<file path="config.mk">
export PLATFORM = sky130hd
export DESIGN_NAME = datalog_token_scanner
export DESIGN_NICKNAME = d
export VERILOG_FILES = /design/src/dts_pkg.sv /design/src/dts_front.sv /design/src/dts_queue.sv /design/src/dts_back.sv /design/src/datalog_token_scanner.sv
export SDC_FILE = /design/constraint.sdc
export NUM_CORES = 1
export LEC_CHECK = 0
export BUFFER_PORTS_ARGS = -buffer_cell sky130_fd_sc_hd__buf_4
export CAP_MARGIN = 20
export CORE_MARGIN = 2
export CORE_UTILIZATION = 50
export CTS_CLUSTER_SIZE = 25
export DETAILED_ROUTE_END_ITERATION = 16
export PLACE_DENSITY = 0.75
export SLEW_MARGIN = 15
export SYNTH_ARGS = -nofsm -noshare
export SYNTH_HDL_FRONTEND = slang
export SYNTH_HIERARCHICAL = 1
export SYNTH_SLANG_ARGS = --single-unit
</file>
<file path="constraint.sdc">
create_clock -name clk -period 6.3 [get_ports clk]
set_clock_uncertainty 0.05 [all_clocks]
set_input_delay 1.26 -clock clk [delete_from_list [all_inputs] [get_ports clk]]
set_output_delay 1.26 -clock clk [all_outputs]
set_load 0.02 [all_outputs]
</file>
<file path="src/dts_pkg.sv">
// shared types, codes and keyword tables for the datalog token scanner
// used by dts_front, dts_queue, dts_back and datalog_token_scanner
package dts_pkg;

    localparam int LENGTH_BITS_DEF = 16;
    localparam int QUEUE_DEPTH     = 4;

    // token kind codes
    localparam logic [4:0] KIND_COMMA     = 5'd0;
    localparam logic [4:0] KIND_PERIOD    = 5'd1;
    localparam logic [4:0] KIND_QMARK     = 5'd2;
    localparam logic [4:0] KIND_LPAREN    = 5'd3;
    localparam logic [4:0] KIND_RPAREN    = 5'd4;
    localparam logic [4:0] KIND_COLON     = 5'd5;
    localparam logic [4:0] KIND_COLONDASH = 5'd6;
    localparam logic [4:0] KIND_MUL       = 5'd7;
    localparam logic [4:0] KIND_ADD       = 5'd8;
    localparam logic [4:0] KIND_SCHEMES   = 5'd9;
    localparam logic [4:0] KIND_FACTS     = 5'd10;
    localparam logic [4:0] KIND_RULES     = 5'd11;
    localparam logic [4:0] KIND_QUERIES   = 5'd12;
    localparam logic [4:0] KIND_ID        = 5'd13;
    localparam logic [4:0] KIND_STRING    = 5'd14;
    localparam logic [4:0] KIND_COMMENT   = 5'd15;
    localparam logic [4:0] KIND_UNDEF     = 5'd16;
    localparam logic [4:0] KIND_EOF       = 5'd17;

    // character codes
    localparam logic [7:0] CH_NEWLINE = 8'h0A;
    localparam logic [7:0] CH_COMMA   = 8'h2C;
    localparam logic [7:0] CH_PERIOD  = 8'h2E;
    localparam logic [7:0] CH_QMARK   = 8'h3F;
    localparam logic [7:0] CH_LPAREN  = 8'h28;
    localparam logic [7:0] CH_RPAREN  = 8'h29;
    localparam logic [7:0] CH_STAR    = 8'h2A;
    localparam logic [7:0] CH_PLUS    = 8'h2B;
    localparam logic [7:0] CH_COLON   = 8'h3A;
    localparam logic [7:0] CH_DASH    = 8'h2D;
    localparam logic [7:0] CH_HASH    = 8'h23;
    localparam logic [7:0] CH_BAR     = 8'h7C;
    localparam logic [7:0] CH_QUOTE   = 8'h27;

    // keyword text, zero padded: Schemes, Facts, Rules, Queries
    localparam logic [7:0] KW_TEXT [4][8] = '{
        '{8'h53, 8'h63, 8'h68, 8'h65, 8'h6D, 8'h65, 8'h73, 8'h00},
        '{8'h46, 8'h61, 8'h63, 8'h74, 8'h73, 8'h00, 8'h00, 8'h00},
        '{8'h52, 8'h75, 8'h6C, 8'h65, 8'h73, 8'h00, 8'h00, 8'h00},
        '{8'h51, 8'h75, 8'h65, 8'h72, 8'h69, 8'h65, 8'h73, 8'h00}
    };
    localparam logic [2:0] KW_LEN [4]  = '{3'd7, 3'd5, 3'd5, 3'd7};
    localparam logic [4:0] KW_KIND [4] = '{KIND_SCHEMES, KIND_FACTS, KIND_RULES, KIND_QUERIES};

    typedef enum logic [3:0] {
        MODE_IDLE,
        MODE_COLON,
        MODE_IDENT,
        MODE_HASH,
        MODE_LINE,
        MODE_BLOCK,
        MODE_STRING
    } scan_mode_t;

    typedef struct packed {
        logic [7:0] char_code;
        logic       end_of_input;
    } src_item_t;

    typedef struct packed {
        logic [4:0]  token_kind;
        logic [15:0] start_line;
        logic [31:0] start_offset;
        logic [15:0] token_length;
        logic        last_of_run;
    } token_t;

    // one queue entry: the tokens caused by one input transaction
    typedef struct packed {
        token_t tok_a;
        token_t tok_b;
    } scan_entry_t;

    function automatic logic is_alpha(input logic [7:0] c);
        return (c >= 8'h41 && c <= 8'h5A) || (c >= 8'h61 && c <= 8'h7A);
    endfunction

    function automatic logic is_digit(input logic [7:0] c);
        return c >= 8'h30 && c <= 8'h39;
    endfunction

    function automatic logic is_space(input logic [7:0] c);
        return c == 8'h20 || (c >= 8'h09 && c <= 8'h0D);
    endfunction

endpackage

</file>
<file path="src/dts_front.sv">
// front end: accepts bytes, runs the scan mode machine and counters
// builds one queue entry of up to two tokens per transaction; uses dts_pkg
module dts_front #(
    parameter int LENGTH_BITS = dts_pkg::LENGTH_BITS_DEF
) (
    input  logic                 clk,
    input  logic                 rst_n,
    input  logic                 src_valid,
    output logic                 src_stall,
    input  dts_pkg::src_item_t   src_data,
    input  logic                 q_full,
    output logic                 q_push,
    output dts_pkg::scan_entry_t q_entry
);

    localparam int LEN_W = (LENGTH_BITS < 16) ? LENGTH_BITS : 16;
    localparam logic [LEN_W-1:0] LEN_MAX = '1;

    typedef struct packed {
        logic [4:0]  kind;
        logic [15:0] line;
        logic [31:0] off;
        logic [15:0] len;
    } token_fields_b_t;

    dts_pkg::scan_mode_t mode_reg, mode_next;
    logic [15:0]      line_count_reg, line_count_next;
    logic [31:0]      byte_offset_reg, byte_offset_next;
    logic [15:0]      tok_line_reg, tok_line_next;
    logic [31:0]      tok_off_reg, tok_off_next;
    logic [LEN_W-1:0] tok_len_reg, tok_len_next;
    logic [3:0]       kw_match_reg, kw_match_next;
    logic             saw_reg, saw_next;
    logic             line_open_reg, line_open_next;

    logic             accept;
    logic [7:0]       c;
    logic [LEN_W-1:0] len_grown;
    logic [3:0]       kw_keep;
    logic [3:0]       kw_first;
    logic [4:0]       id_kind;
    logic             emit_a, emit_b, rescan;
    logic [4:0]       kind_a;
    logic [LEN_W-1:0] len_a;

    token_fields_b_t tok_b;

    assign accept    = src_valid && !q_full;
    assign src_stall = q_full;
    assign c         = src_data.char_code;
    assign len_grown = (tok_len_reg == LEN_MAX) ? tok_len_reg : tok_len_reg + 1'b1;

    // keyword match against the byte at the current token position
    always_comb
    begin
        for (int k = 0; k < 4; k++)
        begin
            kw_keep[k]  = (tok_len_reg < LEN_W'(8)) &&
                          (dts_pkg::KW_TEXT[k][tok_len_reg[2:0]] == c);
            kw_first[k] = (dts_pkg::KW_TEXT[k][0] == c);
        end
    end

    // identifier kind from surviving keyword candidates
    always_comb
    begin
        id_kind = dts_pkg::KIND_ID;
        for (int k = 3; k >= 0; k--)
        begin
            if (kw_match_reg[k] && tok_len_reg == LEN_W'(dts_pkg::KW_LEN[k]))
            begin
                id_kind = dts_pkg::KW_KIND[k];
            end
        end
    end

    // state register
    always_ff @(posedge clk or negedge rst_n)
    begin
        if (!rst_n)
        begin
            mode_reg        <= dts_pkg::MODE_IDLE;
            line_count_reg  <= 16'd1;
            byte_offset_reg <= '0;
            tok_line_reg    <= '0;
            tok_off_reg     <= '0;
            tok_len_reg     <= '0;
            kw_match_reg    <= 4'hF;
            saw_reg         <= 1'b0;
            line_open_reg   <= 1'b0;
        end
        else if (accept)
        begin
            mode_reg        <= mode_next;
            line_count_reg  <= line_count_next;
            byte_offset_reg <= byte_offset_next;
            tok_line_reg    <= tok_line_next;
            tok_off_reg     <= tok_off_next;
            tok_len_reg     <= tok_len_next;
            kw_match_reg    <= kw_match_next;
            saw_reg         <= saw_next;
            line_open_reg   <= line_open_next;
        end
    end

    // next state and emitted tokens
    always_comb
    begin
        mode_next        = mode_reg;
        line_count_next  = line_count_reg;
        byte_offset_next = byte_offset_reg;
        tok_line_next    = tok_line_reg;
        tok_off_next     = tok_off_reg;
        tok_len_next     = tok_len_reg;
        kw_match_next    = kw_match_reg;
        saw_next         = saw_reg;
        line_open_next   = line_open_reg;
        emit_a           = 1'b0;
        kind_a           = dts_pkg::KIND_UNDEF;
        len_a            = tok_len_reg;
        emit_b           = 1'b0;
        rescan           = 1'b0;
        tok_b.kind       = dts_pkg::KIND_UNDEF;
        tok_b.line       = line_count_reg;
        tok_b.off        = byte_offset_reg;
        tok_b.len        = 16'd1;

        if (src_data.end_of_input)
        begin
            // flush pending token
            unique case (mode_reg) inside
                dts_pkg::MODE_COLON:
                begin
                    emit_a = 1'b1;
                    kind_a = dts_pkg::KIND_COLON;
                end
                dts_pkg::MODE_IDENT:
                begin
                    emit_a = 1'b1;
                    kind_a = id_kind;
                end
                dts_pkg::MODE_HASH, dts_pkg::MODE_LINE:
                begin
                    emit_a = 1'b1;
                    kind_a = dts_pkg::KIND_COMMENT;
                end
                dts_pkg::MODE_BLOCK:
                begin
                    emit_a = 1'b1;
                    kind_a = dts_pkg::KIND_UNDEF;
                end
                dts_pkg::MODE_STRING:
                begin
                    emit_a = 1'b1;
                    kind_a = saw_reg ? dts_pkg::KIND_STRING : dts_pkg::KIND_UNDEF;
                end
                default:
                begin
                end
            endcase
            // end-of-file token
            emit_b     = 1'b1;
            tok_b.kind = dts_pkg::KIND_EOF;
            tok_b.line = (line_open_reg && line_count_reg != 16'hFFFF) ?
                         line_count_reg + 16'd1 : line_count_reg;
            tok_b.len  = 16'd0;
            // back to reset state
            mode_next        = dts_pkg::MODE_IDLE;
            line_count_next  = 16'd1;
            byte_offset_next = '0;
            tok_line_next    = '0;
            tok_off_next     = '0;
            tok_len_next     = '0;
            kw_match_next    = 4'hF;
            saw_next         = 1'b0;
            line_open_next   = 1'b0;
        end
        else
        begin
            // continue the pending token
            unique case (mode_reg) inside
                dts_pkg::MODE_COLON:
                begin
                    emit_a = 1'b1;
                    if (c == dts_pkg::CH_DASH)
                    begin
                        kind_a    = dts_pkg::KIND_COLONDASH;
                        len_a     = len_grown;
                        mode_next = dts_pkg::MODE_IDLE;
                    end
                    else
                    begin
                        kind_a = dts_pkg::KIND_COLON;
                        rescan = 1'b1;
                    end
                end
                dts_pkg::MODE_IDENT:
                begin
                    if (dts_pkg::is_alpha(c) || dts_pkg::is_digit(c))
                    begin
                        kw_match_next = kw_match_reg & kw_keep;
                        tok_len_next  = len_grown;
                    end
                    else
                    begin
                        emit_a = 1'b1;
                        kind_a = id_kind;
                        rescan = 1'b1;
                    end
                end
                dts_pkg::MODE_HASH:
                begin
                    if (c == dts_pkg::CH_BAR)
                    begin
                        tok_len_next = len_grown;
                        mode_next    = dts_pkg::MODE_BLOCK;
                        saw_next     = 1'b0;
                    end
                    else if (c == dts_pkg::CH_NEWLINE)
                    begin
                        emit_a = 1'b1;
                        kind_a = dts_pkg::KIND_COMMENT;
                        rescan = 1'b1;
                    end
                    else
                    begin
                        tok_len_next = len_grown;
                        mode_next    = dts_pkg::MODE_LINE;
                    end
                end
                dts_pkg::MODE_LINE:
                begin
                    if (c == dts_pkg::CH_NEWLINE)
                    begin
                        emit_a = 1'b1;
                        kind_a = dts_pkg::KIND_COMMENT;
                        rescan = 1'b1;
                    end
                    else
                    begin
                        tok_len_next = len_grown;
                    end
                end
                dts_pkg::MODE_BLOCK:
                begin
                    tok_len_next = len_grown;
                    if (saw_reg && c == dts_pkg::CH_HASH)
                    begin
                        emit_a    = 1'b1;
                        kind_a    = dts_pkg::KIND_COMMENT;
                        len_a     = len_grown;
                        mode_next = dts_pkg::MODE_IDLE;
                        saw_next  = 1'b0;
                    end
                    else
                    begin
                        saw_next = (c == dts_pkg::CH_BAR);
                    end
                end
                dts_pkg::MODE_STRING:
                begin
                    if (saw_reg)
                    begin
                        saw_next = 1'b0;
                        if (c == dts_pkg::CH_QUOTE)
                        begin
                            tok_len_next = len_grown;
                        end
                        else
                        begin
                            emit_a = 1'b1;
                            kind_a = dts_pkg::KIND_STRING;
                            rescan = 1'b1;
                        end
                    end
                    else
                    begin
                        tok_len_next = len_grown;
                        if (c == dts_pkg::CH_QUOTE)
                        begin
                            saw_next = 1'b1;
                        end
                    end
                end
                default:
                begin
                    rescan = 1'b1;
                end
            endcase

            // scan the byte as the start of a new token
            if (rescan)
            begin
                mode_next = dts_pkg::MODE_IDLE;
                if (!dts_pkg::is_space(c))
                begin
                    unique case (c) inside
                        dts_pkg::CH_COMMA:
                        begin
                            emit_b     = 1'b1;
                            tok_b.kind = dts_pkg::KIND_COMMA;
                        end
                        dts_pkg::CH_PERIOD:
                        begin
                            emit_b     = 1'b1;
                            tok_b.kind = dts_pkg::KIND_PERIOD;
                        end
                        dts_pkg::CH_QMARK:
                        begin
                            emit_b     = 1'b1;
                            tok_b.kind = dts_pkg::KIND_QMARK;
                        end
                        dts_pkg::CH_LPAREN:
                        begin
                            emit_b     = 1'b1;
                            tok_b.kind = dts_pkg::KIND_LPAREN;
                        end
                        dts_pkg::CH_RPAREN:
                        begin
                            emit_b     = 1'b1;
                            tok_b.kind = dts_pkg::KIND_RPAREN;
                        end
                        dts_pkg::CH_STAR:
                        begin
                            emit_b     = 1'b1;
                            tok_b.kind = dts_pkg::KIND_MUL;
                        end
                        dts_pkg::CH_PLUS:
                        begin
                            emit_b     = 1'b1;
                            tok_b.kind = dts_pkg::KIND_ADD;
                        end
                        dts_pkg::CH_COLON, dts_pkg::CH_HASH, dts_pkg::CH_QUOTE:
                        begin
                            mode_next     = (c == dts_pkg::CH_COLON) ? dts_pkg::MODE_COLON :
                                            (c == dts_pkg::CH_HASH)  ? dts_pkg::MODE_HASH :
                                                                       dts_pkg::MODE_STRING;
                            tok_line_next = line_count_reg;
                            tok_off_next  = byte_offset_reg;
                            tok_len_next  = LEN_W'(1);
                            saw_next      = 1'b0;
                        end
                        default:
                        begin
                            if (dts_pkg::is_alpha(c))
                            begin
                                mode_next     = dts_pkg::MODE_IDENT;
                                tok_line_next = line_count_reg;
                                tok_off_next  = byte_offset_reg;
                                tok_len_next  = LEN_W'(1);
                                saw_next      = 1'b0;
                                kw_match_next = kw_first;
                            end
                            else
                            begin
                                emit_b     = 1'b1;
                                tok_b.kind = dts_pkg::KIND_UNDEF;
                            end
                        end
                    endcase
                end
            end

            // line and offset counters
            if (c == dts_pkg::CH_NEWLINE)
            begin
                if (line_count_reg != 16'hFFFF)
                begin
                    line_count_next = line_count_reg + 16'd1;
                end
                line_open_next = 1'b0;
            end
            else
            begin
                line_open_next = 1'b1;
            end
            byte_offset_next = byte_offset_reg + 32'd1;
        end
    end

    // queue entry assembly
    always_comb
    begin
        q_push                     = accept && (emit_a || emit_b);
        q_entry.tok_b.token_kind   = tok_b.kind;
        q_entry.tok_b.start_line   = tok_b.line;
        q_entry.tok_b.start_offset = tok_b.off;
        q_entry.tok_b.token_length = tok_b.len;
        q_entry.tok_b.last_of_run  = 1'b1;
        if (emit_a)
        begin
            q_entry.tok_a.token_kind   = kind_a;
            q_entry.tok_a.start_line   = tok_line_reg;
            q_entry.tok_a.start_offset = tok_off_reg;
            q_entry.tok_a.token_length = 16'(len_a);
            q_entry.tok_a.last_of_run  = !emit_b;
        end
        else
        begin
            q_entry.tok_a = q_entry.tok_b;
        end
    end

    // reset state is restored right after an end-of-input transaction
    a_eof_resets: assert property (@(posedge clk) disable iff (!rst_n)
        accept && src_data.end_of_input |=>
            line_count_reg == 16'd1 && byte_offset_reg == 32'd0 &&
            mode_reg == dts_pkg::MODE_IDLE)
        else $error("scanner state not restored after end of input");

    // a pending token always covers at least one byte
    a_pending_len: assert property (@(posedge clk) disable iff (!rst_n)
        mode_reg != dts_pkg::MODE_IDLE |-> tok_len_reg != '0)
        else $error("pending token with zero length");

endmodule

</file>
<file path="src/dts_queue.sv">
// short queue of scan entries between front and back end
// register array with head read; uses dts_pkg
module dts_queue #(
    parameter int DEPTH = dts_pkg::QUEUE_DEPTH
) (
    input  logic                 clk,
    input  logic                 rst_n,
    input  logic                 push,
    input  dts_pkg::scan_entry_t push_entry,
    output logic                 full,
    input  logic                 pop,
    output logic                 head_valid,
    output dts_pkg::scan_entry_t head_entry
);

    localparam int PTR_W = (DEPTH > 1) ? $clog2(DEPTH) : 1;
    localparam int CNT_W = $clog2(DEPTH + 1);
    localparam logic [PTR_W-1:0] PTR_LAST = PTR_W'(DEPTH - 1);
    localparam logic [CNT_W-1:0] CNT_FULL = CNT_W'(DEPTH);

    dts_pkg::scan_entry_t mem_reg [DEPTH];
    logic [PTR_W-1:0] wr_ptr_reg, wr_ptr_next;
    logic [PTR_W-1:0] rd_ptr_reg, rd_ptr_next;
    logic [CNT_W-1:0] count_reg, count_next;
    logic             do_push, do_pop;

    assign full       = (count_reg == CNT_FULL);
    assign head_valid = (count_reg != '0);
    assign head_entry = mem_reg[rd_ptr_reg];
    assign do_push    = push && !full;
    assign do_pop     = pop && head_valid;

    // pointer and fill count update
    always_comb
    begin
        wr_ptr_next = wr_ptr_reg;
        rd_ptr_next = rd_ptr_reg;
        if (do_push)
        begin
            wr_ptr_next = (wr_ptr_reg == PTR_LAST) ? '0 : wr_ptr_reg + 1'b1;
        end
        if (do_pop)
        begin
            rd_ptr_next = (rd_ptr_reg == PTR_LAST) ? '0 : rd_ptr_reg + 1'b1;
        end
        count_next = count_reg + CNT_W'(do_push) - CNT_W'(do_pop);
    end

    always_ff @(posedge clk or negedge rst_n)
    begin
        if (!rst_n)
        begin
            wr_ptr_reg <= '0;
            rd_ptr_reg <= '0;
            count_reg  <= '0;
        end
        else
        begin
            wr_ptr_reg <= wr_ptr_next;
            rd_ptr_reg <= rd_ptr_next;
            count_reg  <= count_next;
        end
    end

    // entry storage
    always_ff @(posedge clk)
    begin
        if (do_push)
        begin
            mem_reg[wr_ptr_reg] <= push_entry;
        end
    end

    a_count_bound: assert property (@(posedge clk) disable iff (!rst_n)
        count_reg <= CNT_FULL)
        else $error("queue fill count beyond depth");

    a_no_overflow: assert property (@(posedge clk) disable iff (!rst_n)
        push |-> !full)
        else $error("push into a full queue");

endmodule

</file>
<file path="src/dts_back.sv">
// back end: serializes queue entries into single token transactions
// holds the output register; uses dts_pkg
module dts_back (
    input  logic                 clk,
    input  logic                 rst_n,
    input  logic                 head_valid,
    input  dts_pkg::scan_entry_t head_entry,
    output logic                 pop,
    output logic                 tok_valid,
    input  logic                 tok_stall,
    output dts_pkg::token_t      tok_data
);

    logic            idx_reg, idx_next;
    logic            out_valid_reg, out_valid_next;
    dts_pkg::token_t out_reg;
    dts_pkg::token_t cur;
    logic            load;

    // pick first or second token of the head entry
    assign cur  = idx_reg ? head_entry.tok_b : head_entry.tok_a;
    assign load = head_valid && (!out_valid_reg || !tok_stall);
    assign pop  = load && cur.last_of_run;

    always_comb
    begin
        idx_next       = idx_reg;
        out_valid_next = out_valid_reg && tok_stall;
        if (load)
        begin
            out_valid_next = 1'b1;
            idx_next       = !cur.last_of_run;
        end
    end

    always_ff @(posedge clk or negedge rst_n)
    begin
        if (!rst_n)
        begin
            idx_reg       <= 1'b0;
            out_valid_reg <= 1'b0;
        end
        else
        begin
            idx_reg       <= idx_next;
            out_valid_reg <= out_valid_next;
        end
    end

    // output payload register
    always_ff @(posedge clk)
    begin
        if (load)
        begin
            out_reg <= cur;
        end
    end

    assign tok_valid = out_valid_reg;
    assign tok_data  = out_reg;

    a_eof_last: assert property (@(posedge clk) disable iff (!rst_n)
        tok_valid && tok_data.token_kind == dts_pkg::KIND_EOF |-> tok_data.last_of_run)
        else $error("end-of-file token not marked last");

endmodule

</file>
<file path="src/datalog_token_scanner.sv">
// datalog token scanner: one source byte per cycle in, token descriptors out
// first token of a byte goes through the queue entry and then the output register
// a byte is taken every cycle unless the queue is full; a byte with two tokens
// yields two transactions, absorbed by a four-entry queue before the output
// reset (async, active low) clears the control state at once; no clearing pass
// depends on dts_pkg, dts_front, dts_queue, dts_back
module datalog_token_scanner #(
    parameter int LENGTH_BITS = dts_pkg::LENGTH_BITS_DEF,
    parameter int QUEUE_DEPTH = dts_pkg::QUEUE_DEPTH
) (
    input  logic               clk,
    input  logic               rst_n,
    input  logic               src_valid,
    output logic               src_stall,
    input  dts_pkg::src_item_t src_data,
    output logic               tok_valid,
    input  logic               tok_stall,
    output dts_pkg::token_t    tok_data
);

    logic                 q_full;
    logic                 q_push;
    logic                 q_pop;
    logic                 q_valid;
    dts_pkg::scan_entry_t q_in;
    dts_pkg::scan_entry_t q_head;

    // scan machine
    dts_front #(
        .LENGTH_BITS(LENGTH_BITS)
    ) u_front (
        .clk       (clk),
        .rst_n     (rst_n),
        .src_valid (src_valid),
        .src_stall (src_stall),
        .src_data  (src_data),
        .q_full    (q_full),
        .q_push    (q_push),
        .q_entry   (q_in)
    );

    // decoupling queue
    dts_queue #(
        .DEPTH(QUEUE_DEPTH)
    ) u_queue (
        .clk        (clk),
        .rst_n      (rst_n),
        .push       (q_push),
        .push_entry (q_in),
        .full       (q_full),
        .pop        (q_pop),
        .head_valid (q_valid),
        .head_entry (q_head)
    );

    // token output
    dts_back u_back (
        .clk        (clk),
        .rst_n      (rst_n),
        .head_valid (q_valid),
        .head_entry (q_head),
        .pop        (q_pop),
        .tok_valid  (tok_valid),
        .tok_stall  (tok_stall),
        .tok_data   (tok_data)
    );

endmodule
</file>
==> run metrics, run 1 <==
Max Clk Rate=~0.22 GHz; layout net count=~2100; clk sink count=760; chip height=~260 um; Port Buf Inserts=84; Syn Area/Cell=approximately 17 um^2; Post-synth EDFFs=630; Worst R2R Start=u_front/mode_reg[2]$_DFFE_PN0P_; setup TNS=0 ns; simple-gate share of the synthesized area=between 5 and 6%; vias in the first global route=between 15000 and 20000; crit path kind=reg2reg; largest family of logic cells by synthesized area=multiplexers; post-DP HPWL=between 40000 and 50000 um; H-tree Lvls=3; worst hold slack=roughly 0.45 ns; Hold Violations, Final=0; largest area contributor in the netlist=edfxtp_1; Slew headroom=under 10%; CTS max path bufs=3; CTS resizes=0; Max VDD drop=between 0.2 and 0.3 mV; clock-pin slew on the worst setup and hold paths=around 0.060 ns; yosys warns=6; total track usage=21.8%; largest net degree at the start of global routing=between 60 and 70; drt first pass iters=5; Cell Pwr Density=roughly 450 nW/um^2; initial antenna violation count=1; Final Util=between 50% and 60%; drt initial violations=between 1500 and 2000; post-synthesis instance total=between 1500 and 2000; Hold-fix buffers, CTS=0; ANT cells=0; busiest grt layer=met2; synthesized area=32900 um^2; XOR/XNOR share of the synthesized area=under 10%; crit share post-route=between 70% and 80%; MaxCap Viol Count=0; final setup fails=0; GRT overflow=0; FP Rows=94; global-route wire length before repair=112000 um; # fillers=around 5000; Initial Utilization=50.2%; #FFs+latches synth=760; Reg-to-Reg End=u_queue/count_reg[2]$_DFF_PN0_; Worst Path Arrival=a little over 5 ns; CTS tree=yes; drt via density=6.10; mux cell area share after synthesis=between 10% and 20%; unrepaired setup endpoints after global routing=no; drt wl/cell=approximately 25 um; worst reg2reg path depth=13; synth unique cells=between 80 and 90; final weighted congestion in routability-driven placement=about 0.92; Pleak=between 0.01 and 0.015 uW; main flop type after synthesis=edfxtp_1; Seq/Total Area, Yosys=67.4%; number of setup buffers added after CTS=0; Worst Hold Depth=1; type of the most critical hold path=reg2reg; IO Count=85; adder-cell share of the synthesized area=less than 1%; WP data required=between 6 and 7 ns; max reg flops=560; Clock Latency Late Sink=between 0.6 and 0.7 ns; Routed WL=73600 um; CP startpoint kind=flop; Core ar.=between 60000 and 70000 um^2; top post-synthesis cells by area=edfxtp_1 (57%), mux4_2 (9.6%), dfrtp_1 (9.5%); CTS Buf Count=77; GR Layer Usage met1=31.5%; vias=about 18000; complex-gate fraction of the synthesized area=6.36%; die footprint=67900 um^2; CTS Root Buffer Type=clkbuf_16; Hold EP=u_front/tok_off_reg[10]$_DFFE_PN0P_; M2 GR Usage=34.8%; die width=about 260 um; hold_sp=u_front/tok_off_reg[10]$_DFFE_PN0P_; DRC viols=0; Yosys top cell area share=between 50% and 60%; share of cells above drive strength 1=26.0%; GRT met3 Usage=3.16%; ys async rst share=roughly 17%; final worst path period need=roughly 4.5 ns; CP max FO=25; Setup crit end kind=flop; fin. max-slew vios=0; status=finished, final reports clean; Worst Max-Slew Pin Slew=around 1.3 ns; FF-to-FF setup slack=about 1.8 ns; remaining antenna violation count after routing=0; Area Growth Syn to Fin=12.5%
-- cells in the final DEF (no fill, tap or decap), types with 9 or more instances in the layout --
cell type | netlist | layout
ha_1 | 18 | 18
nor2_1 | 91 | 89
edfxtp_1 | 630 | 630
o31ai_1 | 19 | 19
xnor2_1 | 38 | 38
clkbuf_16 | 0 | 79
clkbuf_8 | 0 | 9
bufinv_16 | 0 | 13
nor4_1 | 12 | 12
and3_1 | 13 | 9
clkbuf_1 | 53 | 15
and2_1 | 11 | 11
mux2_4 | 68 | 68
buf_12 | 7 | 10
o21ai_0 | 64 | 64
mux2_2 | 51 | 51
nor2b_1 | 13 | 13
nor3_1 | 22 | 22
dfrtp_1 | 125 | 122
mux4_2 | 140 | 140
nand2_1 | 75 | 75
mux2i_1 | 9 | 9
xor2_1 | 32 | 32
a21oi_1 | 40 | 40
inv_1 | 22 | 22
or3_1 | 14 | 14
clkinv_2 | 0 | 9
buf_4 | 22 | 113
a22o_1 | 52 | 52
a21o_1 | 10 | 10
a31oi_1 | 10 | 10
nand3_1 | 44 | 44
nand2b_1 | 11 | 11
o211ai_1 | 15 | 15
conb_1 | 2 | 16
nand4_1 | 23 | 23
-- routing by layer --
layer  vias to the layer above  routed length [um]
li1                       7900                   -
met1                      9392               32300
met2                       629               35500
met3                       107                4310
met4                         0                1490
met5                         -                   0
-- per-stage QoR --
step | total power, uW | std cells | worst slack, ns | area (um^2)
after detailed placement | 11900 | 2811 | 1.28 | 34300
after global placement | 11800 | 2811 | 1.21 | 34300
final | 16600 | 2954 | 1.76 | 37000
after CTS | 16800 | 2954 | 1.80 | 37000
after global routing | 17300 | 2954 | 1.34 | 37000
after floorplan | 10500 | 1957 | 0.706 | 33000
-- worst max-delay path by stage --
stage | slack [ns] | start | end | depth (start not counted)
2_1_floorplan | 0.71 | src_data[7] | u_queue/mem_reg[0][0]$_DFFE_PP_ | 10
3_3_place_gp | 1.21 | src_data[3] | u_queue/count_reg[2]$_DFF_PN0_ | 14
3_5_place_dp | 1.28 | src_data[6] | u_queue/count_reg[2]$_DFF_PN0_ | 14
4_1_cts | 1.80 | u_front/mode_reg[2]$_DFFE_PN0P_ | u_queue/count_reg[2]$_DFF_PN0_ | 13
5_1_grt | 1.34 | u_front/mode_reg[2]$_DFFE_PN0P_ | u_queue/count_reg[2]$_DFF_PN0_ | 13
6_report | 1.76 | u_front/mode_reg[2]$_DFFE_PN0P_ | u_queue/count_reg[2]$_DFF_PN0_ | 13
-- report_power, final --
group	internal, uW	switching [uW]
Combinational	2190	2380
Clock	2960	1900
Sequential	6680	527
Total	11800	4810
-- logic make-up after synthesis --
group / count (synthesis)
mux: 270
flops: 760
fa+ha+maj: 19
simple gates: 375
xor+xnor: 70
compound gates: 289
buf+inv: 158
other cells: 2
-- critical path, stage by stage (launching register included) --
cell      delay (ns)
dfrtp_1         0.84
clkinv_1        0.47
nor3_1          0.56
a21oi_1         0.38
a31oi_1         0.31
a21o_1          0.16
o21a_1          0.33
nand2_1         0.10
ha_1            0.30
inv_1           0.04
ha_1            0.19
fa_1            0.40
xnor2_1         0.18
xnor2_1         0.14
-- synthesized netlist by cell type, drive strengths merged (18+ instances only) --
cell	number
xor2	32
mux4	140
edfxtp	630
a22o	52
a21oi	41
nand2	75
nor2	91
o31ai	19
dfrtp	125
ha	18
nor3	22
mux2	121
nand3	45
clkbuf	53
o21ai	65
inv	22
buf	81
xnor2	38
nand4	24
-- layout make-up --
class | instances | area, um^2 | area share [%]
clock buffer | 103 | 2160 | 5.82
sequential | 760 | 22200 | 59.9
multi-input combinational | 1039 | 9890 | 26.7
clock inverter | 40 | 568 | 1.53
tap | 864 | 1080 | 2.92
inverter | 24 | 90.1 | 0.243
timing repair buffer | 124 | 1060 | 2.86
No activity file was read; power rests on OpenSTA's default activity.
==> run 2: changes to the inputs <==
--- a/config.mk
+++ b/config.mk
@@ -5,13 +5,14 @@
 export SDC_FILE = /design/constraint.sdc
 export NUM_CORES = 1
 export LEC_CHECK = 0
+export ABC_AREA = 1
 export BUFFER_PORTS_ARGS = -buffer_cell sky130_fd_sc_hd__buf_4
 export CAP_MARGIN = 20
 export CORE_MARGIN = 2
 export CORE_UTILIZATION = 50
 export CTS_CLUSTER_SIZE = 25
 export DETAILED_ROUTE_END_ITERATION = 16
-export PLACE_DENSITY = 0.75
+export PLACE_DENSITY = 0.72
 export SLEW_MARGIN = 15
 export SYNTH_ARGS = -nofsm -noshare
 export SYNTH_HDL_FRONTEND = slang
==> constraint.sdc (replaced) <==
create_clock -name clk -period 4.2 [get_ports clk]
set_clock_uncertainty 0.05 [all_clocks]
set_input_delay 0.84 -clock clk [delete_from_list [all_inputs] [get_ports clk]]
set_output_delay 0.84 -clock clk [all_outputs]
set_load 0.02 [all_outputs]
==> run metrics, run 2 <==
ANT cells=0 (unchanged); synthesized area=36200 um^2 (+10%); CTS max path bufs=3 (unchanged); main flop type after synthesis=edfxtp_1; initial antenna violation count=0 (-1); ys async rst share=17.1% (unchanged); CTS tree=yes; remaining antenna violation count after routing=0 (unchanged); drt first pass iters=5 (unchanged); Initial Utilization=50.6% (+0.32 points); number of setup buffers added after CTS=0 (unchanged); crit path launch=u_front/mode_reg[2]$_DFFE_PN0P_; clock power share=27.9% (-1.3 points); Sw Pwr=9230 uW (+92%); max reg flops=560 (unchanged); CTS resizes=0 (unchanged); DRC viols=0 (unchanged); capture point of the worst path=u_queue/count_reg[2]$_DFF_PN0_; #FFs+latches synth=760 (unchanged); Setup crit end kind=flop; CP startpoint kind=flop; Design Power=26300 uW (+58%); total track usage=21.1% (-0.68 points); crit share post-route=80.3% (+8.2 points); post-synthesis instance total=3558 (+83%); largest area contributor in the netlist=edfxtp_1; Max Clk Rate=0.297 GHz (+35%); worst slack, placed=0.353 ns (-0.931 ns); post-DP HPWL=47100 um (+5.0%); Reg-to-Reg End=u_queue/count_reg[2]$_DFF_PN0_; Hold-fix buffers, CTS=0 (unchanged); status=finished, final reports clean; synth unique cells=51 (-41%); highest routed layer=met4; crit path kind=reg2reg; CTS Root Buffer Type=clkbuf_16; # fillers=5967 (+22%); met1 WL=34100 um (+5.6%); FP Rows=98 (+4.3%); CTS Buf Count=79 (+2.6%); IO Count=85 (unchanged); top post-synthesis cells by area=edfxtp_1 (52%), nand2_1 (12%), dfrtp_1 (8.6%); cell-internal power=17100 uW (+44%); Port Buf Inserts=84 (unchanged); Slew headroom=14.2% (+6.3 points); commonest non-fill, non-tap cell in the layout=nand2_1; chip height=273 um (+4.8%); MaxCap Viol Count=0 (unchanged); layout net count=3615 (+76%); drt initial violations=1847 (+16%); H-tree Lvls=3 (unchanged); Syn Area/Cell=10.2 um^2 (-40%); share of cells above drive strength 1=13.7% (-12 points); Area Growth Syn to Fin=11.4%; Cell Pwr Density=652 nW/um^2 (+45%); worst reg2reg path depth=17 (+4); most common cell in the netlist=nand2_1; fin. max-slew vios=0 (unchanged); clk sink count=760 (unchanged); Post-synth top cells=nand2_1 (1183), edfxtp_1 (630), inv_1 (463); final worst path period need=3.37 ns (-1.17 ns); drt wl/cell=17.1 um (-31%); Post-synth EDFFs=630 (unchanged); unrepaired setup endpoints after global routing=no; Seq/Total Area, Yosys=61.3% (-6.1 points); yosys warns=6 (unchanged); Final WS setup=0.828 ns (-0.927 ns); Max VDD drop=0.936 mV (+220%); GRT overflow=0 (unchanged); Clock Latency Late Sink=0.63 ns (about the same); vias in the first global route=23100 (+27%); Reg power frac=40.8% (-2.5 points); largest net degree at the start of global routing=236 (+270%); Worst Max-Slew Pin Slew=1.29 ns (-0.0603 ns); final setup fails=0 (unchanged); FF-to-FF setup slack=0.83 ns (-0.93 ns); vias=24300 (+35%); die footprint=74600 um^2 (+9.8%); clock-pin slew on the worst setup and hold paths=0.06 ns (about the same); Pleak=0.0165 uW (+26%); drt via density=5.29 (-13%); global-route wire length before repair=125000 um (+12%); metal2 WL=38900 um (+9.6%); most frequent cells in the layout=nand2_1 (1179), edfxtp_1 (630), inv_1 (463), o211ai_1 (142), o211ai_2 (139); WL met3=4210 um (-2.4%); Worst Path Arrival=3.89 ns (-1.15 ns); Worst R2R Start=u_front/mode_reg[2]$_DFFE_PN0P_; Yosys top cell area share=52.3% (-5.2 points); CP max FO=7 (-72%); logic gate share of total power=31.3% (+3.9 points); WP data required=4.72 ns (-2.07 ns); type of the most critical hold path=in2async; Hold Violations, Final=0 (unchanged); Core ar.=71600 um^2 (+9.3%); Routed WL=78900 um (+7.2%); Switching Fraction=35.1% (+6.2 points); die width=273 um (+4.8%); final weighted congestion in routability-driven placement=0.920 (+0.38%)
==> run 2: cell count changes after synthesis, sizes merged, moves of 16 or more <==
cell | previous run | this run
o211ai | 15 | 281
mux4 | 140 | 0
nand2 | 75 | 1192
nand3 | 45 | 110
nor3 | 22 | 38
buf | 81 | 146
o21ai | 65 | 173
xnor2 | 38 | 4
mux2 | 121 | 0
inv | 22 | 478
a22o | 52 | 1
nor2 | 91 | 152
==> run 2: cell families (layout without fill, tap and decap cells) <==
| kind of cell | after synthesis | in the layout | synth area share (%) |
|---|---|---|---|
| XOR/XNOR | 30 | 30 | 0.726 |
| AO/OA/AOI/OAI | 517 | 517 | 11.5 |
| adder cells (fa/ha/maj) | 19 | 19 | 0.677 |
| flip-flops | 760 | 760 | 61.3 |
| AND/OR/NAND/NOR | 1551 | 1551 | 17.4 |
| buffers and inverters | 679 | 757 | 8.42 |
| other | 2 | 16 | 0.0207 |
==> run 2: metrics by stage <==
step	area, um^2	hold WS, ns	instances	setup TNS, ns	util (%)
CTS	40300	0.225	4600	0	56.3
global route	40300	0.256	4600	0	56.3
detailed placement	37500	0.418	4452	0	52.4
global placement	37500	0.409	4452	0	52.4
finish	40300	0.203	4600	0	56.3
floorplan	36400	0.394	3572	-348.15	-
==> run 2: power by group through the flow <==
stage | clock (uW) | combinational (uW) | sequential, uW
after detailed placement | 0 | 8260 | 10900
after global placement | 0 | 8160 | 10800
after floorplan | 0 | 5680 | 11100
after CTS | 7480 | 8300 | 10700
final | 7340 | 8210 | 10700
after global routing | 7790 | 9080 | 10900
==> run 2: worst max-delay path, cell delays in order, from the launching register on <==
cell and delay, ns:
dfrtp_1 0.49, nand2_1 0.14, nor2_1 0.24, nand3_1 0.14
nand2_1 0.09, nor2_2 0.05, nand3_2 0.07, nand2_1 0.12
nor2_1 0.23, nor2_1 0.11, a21oi_4 0.21, nand2_4 0.15
ha_1 0.31, inv_1 0.05, ha_1 0.20, fa_1 0.41
nand3b_1 0.17, nand2_1 0.07
==> run 2: area by class of cell <==
class | instances | area [um^2] | share of cell area [%]
clock inverter | 39 | 458 | 1.14
multi-input combinational | 2133 | 11200 | 27.7
timing repair buffer | 128 | 1180 | 2.92
tap | 950 | 1190 | 2.95
sequential | 760 | 22200 | 55.0
clock buffer | 109 | 2330 | 5.77
inverter | 481 | 1830 | 4.55
==> run 2: how the worst min path moves through the flow <==
stage,startpoint,endpoint,slack (ns),cells past startpoint
floorplan,u_front/line_open_reg$_DFFE_PN0P_,u_front/line_open_reg$_DFFE_PN0P_,0.39,2
global placement,u_front/line_open_reg$_DFFE_PN0P_,u_front/line_open_reg$_DFFE_PN0P_,0.41,2
detailed placement,u_front/line_open_reg$_DFFE_PN0P_,u_front/line_open_reg$_DFFE_PN0P_,0.42,2
CTS,rst_n,u_front/tok_len_reg[12]$_DFFE_PN0P_,0.23,1
global route,rst_n,u_front/tok_len_reg[12]$_DFFE_PN0P_,0.26,1
finish,rst_n,u_front/tok_len_reg[1]$_DFFE_PN0P_,0.20,1
==> run 2: layer usage <==
layer | vias to the layer above | GRT usage, %
met3 | 125 | 2.89
li1 | 11900 | -
met5 | - | 0
met2 | 657 | 36.2
met4 | 0 | 6.11
met1 | 11600 | 28.1
==> run 3: changes to the inputs <==
--- a/config.mk
+++ b/config.mk
@@ -5,14 +5,14 @@
 export SDC_FILE = /design/constraint.sdc
 export NUM_CORES = 1
 export LEC_CHECK = 0
-export ABC_AREA = 1
+export ABC_AREA = 0
 export BUFFER_PORTS_ARGS = -buffer_cell sky130_fd_sc_hd__buf_4
 export CAP_MARGIN = 20
 export CORE_MARGIN = 2
 export CORE_UTILIZATION = 50
 export CTS_CLUSTER_SIZE = 25
 export DETAILED_ROUTE_END_ITERATION = 16
-export PLACE_DENSITY = 0.72
+export PLACE_DENSITY = 0.75
 export SLEW_MARGIN = 15
 export SYNTH_ARGS = -nofsm -noshare
 export SYNTH_HDL_FRONTEND = slang
==> constraint.sdc (replaced) <==
create_clock -name clk -period 2.9 [get_ports clk]
set_clock_uncertainty 0.05 [all_clocks]
set_input_delay 0.58 -clock clk [delete_from_list [all_inputs] [get_ports clk]]
set_output_delay 0.58 -clock clk [all_outputs]
set_load 0.02 [all_outputs]
==> run metrics, run 3 (synthesized netlist as in run 1, its figures left out) <==
status=finished with violations; failing checks=setup timing; crit share post-route=110% (+30 points); Worst Path Arrival=3.49 ns (-0.40 ns); vias in the first global route=20000 (-13%); Final WS setup=-0.302 ns (-1.13 ns); CP max FO=8 (+1); share of cells above drive strength 1=34.4% (+21 points); Hold Violations, Final=0 (unchanged); CTS tree=yes; Reg power frac=40.4% (-0.4 points); Reg-to-Reg End=u_queue/mem_reg[3][129]$_DFFE_PP_; CP most frequent cell=buf_4; crit path cell chain=or3b_4 > a2111oi_4 > buf_4 > a21o_1 > nor3_4 > a21oi_4 > o21a_4 > buf_4 > and3_4 > buf_4 > buf_8 > bufbuf_16; Max VDD drop=0.862 mV (-7.9%); Core ar.=65500 um^2 (-8.5%); Hold EP=u_back/tok_valid$_DFF_PN0_; max reg flops=560 (unchanged); vias=19100 (-21%); cell-internal power=26800 uW (+57%); Initial Utilization=50.2% (-0.32 points); CP peak stage delay=0.44 ns (-0.05 ns); drt wl/cell=24.0 um (+40%); type of the most critical hold path=in2reg; die width=261 um (-4.6%); Slew headroom=34.4% (+20 points); clock-pin slew on the worst setup and hold paths=0.06 ns (about the same); WP data required=3.19 ns (-1.53 ns); Setup crit end kind=flop; # fillers=4541 (-24%); Sw Pwr=10800 uW (+17%); final weighted congestion in routability-driven placement=0.995 (+8.2%); FF-to-FF setup slack=-0.30 ns (-1.13 ns); final setup fails=689 (+689); Worst Max-Slew Pin Slew=0.983 ns (-0.303 ns); CTS Root Buffer Type=clkbuf_16; metal2 WL=38600 um (-0.78%); Area after DPL=36200 um^2 (-3.6%); Worst R2R Start=u_front/mode_reg[1]$_DFFE_PN0P_; fin. max-slew vios=0 (unchanged); crit path kind=reg2reg; design area=40100 um^2 (-0.64%); initial antenna violation count=3 (+3); Max Clk Rate=0.312 GHz (+5.3%); DRC viols=0 (unchanged); logic gate share of total power=32.5% (+1.2 points); CP startpoint kind=flop; CTS max path bufs=3 (unchanged); MaxCap Viol Count=0 (unchanged); chip height=261 um (-4.6%); H-tree Lvls=3 (unchanged); Worst Hold Depth=2; global-route wire length before repair=119000 um (-5.0%); Area Growth Syn to Fin=21.7%; slowest stage cell, crit path=or3b_4; met1 WL=31400 um (-8.0%); total track usage=23.3% (+2.2 points); layout net count=2314 (-36%); drt via density=5.95 (+12%); post-DP HPWL=47400 um (+0.74%); CTS Buf Count=79 (unchanged); clk sink count=760 (unchanged); unrepaired setup endpoints after global routing=yes; commonest non-fill, non-tap cell in the layout=edfxtp_1; Routed WL=77000 um (-2.4%); Switching Fraction=28.6% (-6.5 points); largest net degree at the start of global routing=73 (-69%); CP delay by family, top=compound AO/OA/AOI/OAI gates; clock power share=27.1% (-0.8 points); worst slack, placed=-0.667 ns (-1.02 ns); drt initial violations=1682 (-8.9%); hold_sp=tok_stall; Buf+Inv Stages, Crit Path=5 (+4); most frequent cells in the layout=edfxtp_1 (630), buf_4 (288), mux4_2 (140), dfrtp_1 (122), nor2_1 (89); IO Count=85 (unchanged); die footprint=67900 um^2 (-9.0%); worst reg2reg path depth=12 (-5); Final Util=61.2% (+4.9 points); WL met3=4830 um (+15%); final worst path period need=3.20 ns (-0.171 ns); Clock Latency Late Sink=0.63 ns (about the same); Pleak=0.0147 uW (-11%); drt first pass iters=6 (+1); FP Rows=94 (-4.1%); GRT overflow=0 (unchanged); Cell Pwr Density=938 nW/um^2 (+44%); Port Buf Inserts=84 (unchanged); highest routed layer=met5; remaining antenna violation count after routing=0 (unchanged)
## run 3: cell types whose count changed in the layout (fill, tap and decap cells not counted), moves of 44 or more
cell      delta
nand3_1     -58
o211ai_2   -139
o21ai_0     -72
mux4_2     +140
mux2_4      +68
a22o_1      +51
nor2_1      -44
nand2_1   -1105
buf_4      +178
mux2_2      +51
inv_1      -442
o211ai_1   -127
## run 3: metrics by stage
| stage | hold WS [ns] | total power, uW | instances | TNS (ns) |
|---|---|---|---|---|
| after floorplan | 0.234 | 22900 | 1957 | -591.65 |
| after global placement | 0.434 | 26400 | 3006 | -324.34 |
| after detailed placement | 0.435 | 26600 | 3006 | -350.87 |
| after CTS | 0.119 | 37800 | 3204 | -106.96 |
| after global routing | 0.162 | 39100 | 3209 | -189.24 |
| final | 0.170 | 37600 | 3211 | -121.01 |
## run 3: final cells by class
class | instances | area (um^2) | share of cell area (%)
clock buffers | 104 | 2180 | 5.45
inverters | 24 | 90.1 | 0.225
diodes | 2 | 5.00 | 0.0125
well taps | 864 | 1080 | 2.70
clock inverters | 40 | 442 | 1.10
flip-flops and latches | 760 | 22200 | 55.4
repair buffers | 378 | 4110 | 10.3
multi-input cells | 1039 | 9970 | 24.9
## run 3: worst max-delay path by stage
stage | start | to | depth (start not counted)
CTS | u_front/mode_reg[1]$_DFFE_PN0P_ | u_queue/count_reg[2]$_DFF_PN0_ | 14
finish | u_front/mode_reg[1]$_DFFE_PN0P_ | u_queue/mem_reg[3][129]$_DFFE_PP_ | 12
floorplan | src_data[6] | u_queue/mem_reg[0][0]$_DFFE_PP_ | 10
detailed placement | src_data[3] | u_queue/count_reg[2]$_DFF_PN0_ | 15
global placement | src_data[3] | u_queue/count_reg[2]$_DFF_PN0_ | 14
global route | u_front/mode_reg[1]$_DFFE_PN0P_ | u_queue/count_reg[2]$_DFF_PN0_ | 14
## run 3: power groups by stage
stage	clock network (uW)	registers (uW)	logic, uW
2_1_floorplan	0	15900	6960
3_3_place_gp	0	15300	11100
3_5_place_dp	0	15400	11300
4_1_cts	10400	15200	12300
5_1_grt	10800	15300	13000
6_report	10200	15200	12200
## run 3: routing by layer
| layer | GRT usage (%) | vias to the layer above |
|---|---|---|
| met5 | 0 | - |
| met2 | 38.5 | 666 |
| met4 | 8.79 | 4 |
| met3 | 4.04 | 144 |
| met1 | 31.1 | 9872 |
| li1 | - | 8405 |
## run 3: what timing repair did
action,4_1_cts,5_1_grt
hold buffers,1,0
setup buffers,32,5
endpoints found under the setup margin,693,761
cloned,21,1
pin swaps,6,2
hold endpoints to repair,51,0
gates resized for setup,41,2
